===== src/hdl/imu_pkg.sv =====
package imu_pkg;

    // field widths
    localparam int TW = 63;           // timestamp
    localparam int VW = 32;           // axis value, signed Q16.16
    localparam int PW = 95;           // exact product |a1 - a0| * (tg - t0)
    localparam int QW = 41;           // saturated quotient, holds 2^40
    localparam int MUL_STEPS = 4;     // 16-bit chunks of the 64-bit time span
    localparam int DIV_STEPS = PW;    // one quotient bit per cycle
    localparam int CW = 7;            // step counter
    localparam logic [QW-1:0] QCAP = {1'b1, {(QW-1){1'b0}}};

    // sample kinds
    localparam logic OP_ACCEL = 1'b0;
    localparam logic OP_GYRO  = 1'b1;

    typedef enum logic [2:0] {
        S_IDLE,
        S_RD,
        S_LOAD,
        S_MUL,
        S_DIV,
        S_FIN,
        S_PUT
    } t_state;

    // commands from the controller to the datapath
    typedef struct packed {
        logic wr;        // store gyro word in the buffer
        logic set_ref;   // incoming accel becomes reference at once
        logic cap_new;   // hold incoming accel for a flush
        logic load;      // load lanes from buffer entry
        logic mul;       // one multiply chunk
        logic div;       // one division step
        logic fin;       // round, add and saturate
        logic put;       // load the output register
        logic last;      // final word of the run
        logic adopt;     // held accel becomes reference
    } t_cmd;

    // status from the datapath to the controller
    typedef struct packed {
        logic t_ok;      // incoming time at or after reference time
        logic out_free;  // output register can take a word
    } t_sts;

endpackage


===== src/hdl/imu_ctrl.sv =====
module imu_ctrl #(
    parameter int DEPTH = 16,
    localparam int AW = (DEPTH > 1) ? $clog2(DEPTH) : 1
) (
    input  logic          i_clk,
    input  logic          i_rst_n,
    input  logic          i_valid,
    input  logic          i_op,
    input  imu_pkg::t_sts i_sts,
    output logic          o_ready,
    output imu_pkg::t_cmd o_cmd,
    output logic [AW-1:0] o_waddr,
    output logic [AW-1:0] o_raddr
);

    localparam int NW = $clog2(DEPTH + 1);
    localparam int CW = imu_pkg::CW;

    imu_pkg::t_state r_state, n_state;
    logic [CW-1:0]   r_cnt, n_cnt;
    logic [AW-1:0]   r_k;
    logic [NW-1:0]   r_count;
    logic            r_acc_valid;
    logic            is_last;

    assign is_last = (NW'(r_k) + NW'(1)) == r_count;

    // next state
    always_comb begin
        n_state = r_state;
        case (r_state)
            imu_pkg::S_IDLE: begin
                if (i_valid && i_op == imu_pkg::OP_ACCEL && r_acc_valid && r_count != '0) begin
                    n_state = imu_pkg::S_RD;
                end
            end
            imu_pkg::S_RD:   n_state = imu_pkg::S_LOAD;
            imu_pkg::S_LOAD: n_state = imu_pkg::S_MUL;
            imu_pkg::S_MUL: begin
                if (r_cnt == CW'(imu_pkg::MUL_STEPS - 1)) begin
                    n_state = imu_pkg::S_DIV;
                end
            end
            imu_pkg::S_DIV: begin
                if (r_cnt == CW'(imu_pkg::DIV_STEPS - 1)) begin
                    n_state = imu_pkg::S_FIN;
                end
            end
            imu_pkg::S_FIN:  n_state = imu_pkg::S_PUT;
            imu_pkg::S_PUT: begin
                if (i_sts.out_free) begin
                    n_state = is_last ? imu_pkg::S_IDLE : imu_pkg::S_RD;
                end
            end
            default: n_state = imu_pkg::S_IDLE;
        endcase
        n_cnt = (n_state == r_state) ? r_cnt + CW'(1) : '0;
    end

    // commands
    always_comb begin
        o_cmd   = '0;
        o_ready = 1'b0;
        case (r_state)
            imu_pkg::S_IDLE: begin
                o_ready = 1'b1;
                if (i_valid) begin
                    if (i_op == imu_pkg::OP_GYRO) begin
                        o_cmd.wr = r_acc_valid && i_sts.t_ok && (r_count < NW'(DEPTH));
                    end else if (r_acc_valid && r_count != '0) begin
                        o_cmd.cap_new = 1'b1;
                    end else begin
                        o_cmd.set_ref = 1'b1;
                    end
                end
            end
            imu_pkg::S_LOAD: o_cmd.load = 1'b1;
            imu_pkg::S_MUL:  o_cmd.mul  = 1'b1;
            imu_pkg::S_DIV:  o_cmd.div  = 1'b1;
            imu_pkg::S_FIN:  o_cmd.fin  = 1'b1;
            imu_pkg::S_PUT: begin
                if (i_sts.out_free) begin
                    o_cmd.put   = 1'b1;
                    o_cmd.last  = is_last;
                    o_cmd.adopt = is_last;
                end
            end
            default: o_cmd = '0;
        endcase
    end

    assign o_waddr = r_count[AW-1:0];
    assign o_raddr = r_k;

    // state, buffer fill and run index
    always_ff @(posedge i_clk) begin
        if (!i_rst_n) begin
            r_state     <= imu_pkg::S_IDLE;
            r_cnt       <= '0;
            r_k         <= '0;
            r_count     <= '0;
            r_acc_valid <= 1'b0;
        end else begin
            r_state <= n_state;
            r_cnt   <= n_cnt;
            if (o_cmd.wr) begin
                r_count <= r_count + NW'(1);
            end else if (o_cmd.adopt || o_cmd.set_ref) begin
                r_count <= '0;
            end
            if (o_cmd.set_ref) begin
                r_acc_valid <= 1'b1;
            end
            if (o_cmd.cap_new) begin
                r_k <= '0;
            end else if (o_cmd.put && !o_cmd.last) begin
                r_k <= r_k + AW'(1);
            end
        end
    end

endmodule


===== config.mk =====
export PLATFORM = sky130hd
export DESIGN_NAME = imu_ctrl
export DESIGN_NICKNAME = d
export VERILOG_FILES = /design/src/hdl/imu_pkg.sv /design/src/hdl/imu_ctrl.sv
export SDC_FILE = /design/constraint.sdc
export NUM_CORES = 1
export LEC_CHECK = 0
export ABC_AREA = 1
export BUFFER_PORTS_ARGS = -buffer_cell sky130_fd_sc_hd__buf_2
export CELL_PAD_IN_SITES_DETAIL_PLACEMENT = 2
export CELL_PAD_IN_SITES_GLOBAL_PLACEMENT = 2
export CORE_MARGIN = 4
export CORE_UTILIZATION = 30
export DETAILED_ROUTE_END_ITERATION = 16
export PLACE_DENSITY_LB_ADDON = 0.2
export SLEW_MARGIN = 10
export SYNTH_ARGS = -nofsm -noshare
export SYNTH_HDL_FRONTEND = slang
export SYNTH_SLANG_ARGS = --single-unit

===== constraint.sdc =====
create_clock -name i_clk -period 2.1 [get_ports i_clk]
set_input_delay 0.21 -clock i_clk [delete_from_list [all_inputs] [get_ports i_clk]]
set_output_delay 0.21 -clock i_clk [all_outputs]
set_load 0.02 [all_outputs]

==> impl_results.md <==
* Hold Crit Start: i_rst_n
* Die footprint at 0.005497 mm²
* Peak VDD IR at 0.0002596 V
* Max_slew headroom at 0.7659
* Part of the cycle the worst path needs at 0.9353
* Mapped Cells at 179
* Vias in the first global route at 1356
* Tightest Pin Transition at 0.3508 ns
* Routability cong. at 0.8075
* Top post-synthesis cells by count: 28 x nand2_1, 24 x inv_1, 20 x dfxtp_1
* Synthesized area at 0.001313 mm²
* RSZ-0062 raised after global routing: no
* Final setup TNS at 0 ns
* Critical path launch point type: flop
* Layer carrying the most global-route usage: met2
* Hold Vio Cnt, Final at 0
* Top-area cell type share of the netlist area at 0.3051
* R2R depth at 11
* Reg2reg start: o_raddr[1]$_SDFFE_PP0P_
* Worst path top cell family by delay: simple AND/OR/NAND/NOR gates
* TritonCTS Buffers at 3
* Met2 global-route usage at 0.2677
* Root buffer cell: clkbuf_8
* # diodes at 0
* Final setup fails at 0
* Main synth FF type: dfxtp_1
* Hold Worst Slack at 0.2366 ns
* Drt pass-1 iters at 3
* Ranking of synthesized cells by area: dfxtp_1 31%, nand2_1 8.0%, inv_1 6.9%
* Post-synth ARST share at 0
* Status: finished, final reports clean
* RR Endpoint: r_cnt[4]$_SDFF_PN0_
* Post-synth EDFFs at 0
* #FFs+latches synth at 20
* Overflow after GRT at 0
* Final min period at 1.964 ns
* Maxcap violations at 0
* Antenna-violating nets left at 0
* Hold endpoint: r_count[3]$_SDFFE_PN0P_
* Met1 Use GR at 0.2037
* Row Count at 23
* CTS tree: done
* Share of layout cells above drive strength 1 at 0.3186
* Synth-to-Final Area Change at 17.25%
* Largest net degree at the start of global routing at 11
* R2R Setup Slk at 0.38 ns
* WP data required at 1.89 ns
* Critical path class: flop to primary output
* Final clock skew at 0.007872 ns
* Final slew viol count at 0
* Crit path DAT at 1.75 ns
* Vias at 1268
* Met3 usage at 0.02568
* Global-route wire length before repair at 6665 µm
* Max clock buf depth at 2
* WHS Path Cells at 3
* Avg Vias per Cell at 4.992
* DR WL/cell at 15.61 µm
* Synth Warn # at 0
* CP max FO at 6
* Total GRT Usage at 0.1550
* Die X at 74.15 µm
* Number of library cell types mapped by synthesis at 27
* Max incr delay on CP at 0.37 ns
* Worst path slowest cell: dfxtp_4
* # nets final at 217
* CTS H-Tree Depth at 1
* Synthesized Nets at 190
* Kind of end point of the critical path: primary output
* Top-count cell post-synth: nand2_1
* Starting density of the core at 0.3189
* Worst-path cell chain: ha_2 -> nor2_1 -> nor2_2 -> nand3_4 -> nor2_4 -> nand4_1 -> inv_2 -> buf_4
* Clk_lat worst skew at 0.26 ns
* P_leak at 0.6763 nW
* Final wirelength at 3965 µm
* CTS sink cnt at 20
* Initial DRC count at 52
* Fmax at 509.2 MHz
* # port buffers at 24
* Synth area leader: dfxtp_1
* Core area at 0.004115 mm²
* Clock-pin slew on the worst setup and hold paths at 0.08 ns
* Detailed Place HPWL at 3201 µm
* Syn Area/Cell at 7.332 µm²
* Die Y at 74.15 µm
* DRC at 0
* Worst hold-check path type: primary input to flop
* Initial antenna violation count at 0
* Power consumption at 713.6 µW
* P per Cell Area at 463.7 mW/mm²
* Worst Path Buf+Inv at 2
* Sequential area share after synthesis at 0.3051
* Io pins at 25
flip-flops by register name, indices dropped and copies added, names as in the netlist:
signal	cells
o_raddr	4
r_acc_valid	1
r_count	5
r_state	3
r_cnt	7
worst min-delay path: stages:
cell and delay (ns):
buf_2 0.13, nand2_1 0.08, a21oi_1 0.04
kinds of logic after synthesis:
group | count (synthesis) | share of synthesized area
and+or+nand+nor | 94 | 0.4194
buffers and inverters | 36 | 0.1173
DFF | 20 | 0.3050
xor gates and xnor gates | 6 | 0.04004
AOI/OAI and AO/OA | 18 | 0.07054
adders and majority gates | 5 | 0.04766
metrics by stage:
| stage | util | worst slack [ns] | std cells | area (µm²) |
|---|---|---|---|---|
| after floorplan | - | 0.2301 | 179 | 1313 |
| after global placement | 0.3542 | 0.3354 | 248 | 1458 |
| after detailed placement | 0.3542 | 0.1937 | 248 | 1458 |
| after CTS | 0.3664 | 0.04095 | 252 | 1508 |
| after global routing | 0.3740 | 0.01079 | 254 | 1539 |
| final | 0.3740 | 0.1359 | 254 | 1539 |
cell usage in the layout (no fill, tap or decap):
cell | Yosys | routed
a21oi_1 | 12 | 12
buf_2 | 0 | 22
buf_4 | 5 | 5
clkbuf_8 | 0 | 3
dfxtp_1 | 20 | 18
dfxtp_4 | 0 | 2
ha_1 | 5 | 4
ha_2 | 0 | 1
inv_1 | 24 | 24
inv_2 | 6 | 7
nand2_1 | 28 | 28
nand2_2 | 4 | 4
nand2_4 | 2 | 2
nand3_1 | 17 | 17
nand3_2 | 1 | 1
nand3_4 | 2 | 2
nand4_1 | 10 | 10
nor2_1 | 10 | 9
nor2_2 | 7 | 8
nor2_4 | 4 | 4
nor3_1 | 5 | 5
nor3_2 | 1 | 1
nor3_4 | 1 | 1
nor4_4 | 1 | 1
o211ai_1 | 1 | 1
o21ai_0 | 2 | 2
o21ai_1 | 3 | 3
or2_2 | 1 | 1
xnor2_1 | 2 | 2
xor2_1 | 4 | 4
how the worst max path moves through the flow:
| stage | start | end | slack (ns) | cells after the start |
|---|---|---|---|---|
| 2_1_floorplan | o_raddr[0]$_SDFFE_PP0P_ | o_cmd[1] | 0.23 | 7 |
| 3_3_place_gp | o_raddr[0]$_SDFFE_PP0P_ | o_cmd[1] | 0.34 | 8 |
| 3_5_place_dp | o_raddr[0]$_SDFFE_PP0P_ | o_cmd[0] | 0.19 | 10 |
| 4_1_cts | o_raddr[1]$_SDFFE_PP0P_ | o_cmd[0] | 0.04 | 10 |
| 5_1_grt | o_raddr[1]$_SDFFE_PP0P_ | o_cmd[0] | 0.01 | 8 |
| 6_report | o_raddr[1]$_SDFFE_PP0P_ | o_cmd[0] | 0.14 | 8 |
final cells by class:
type | count | area (µm²)
Inverter | 31 | 116.4
Fill cell | 530 | 2576
Multi-Input combinational cell | 123 | 763.2
Tap cell | 50 | 62.56
Clock buffer | 3 | 41.29
Timing Repair Buffer | 27 | 147.6
Sequential cell | 20 | 407.9
per-layer routing:
layer	vias to the layer above	wire length, µm
li1	628	-
met1	619	1853
met2	19	1963
met3	2	131
met4	0	17
met5	-	0
where the power goes:
group | internal (mW) | total (mW) | switching, mW | leakage (nW)
sequential | 0.384 | 0.394 | 0.00994 | 0.164
clock | 0.128 | 0.258 | 0.130 | 0.0216
combinational | 0.0223 | 0.0612 | 0.0389 | 0.491
what timing repair did:
item                                    4_1_cts  5_1_grt
gates cloned                                  0        0
hold buffers                                  0        0
gates resized for setup                       1        8
endpoints found under the setup margin        2        2
setup buffers                                 1        2
(Power assumes the default switching activity.)
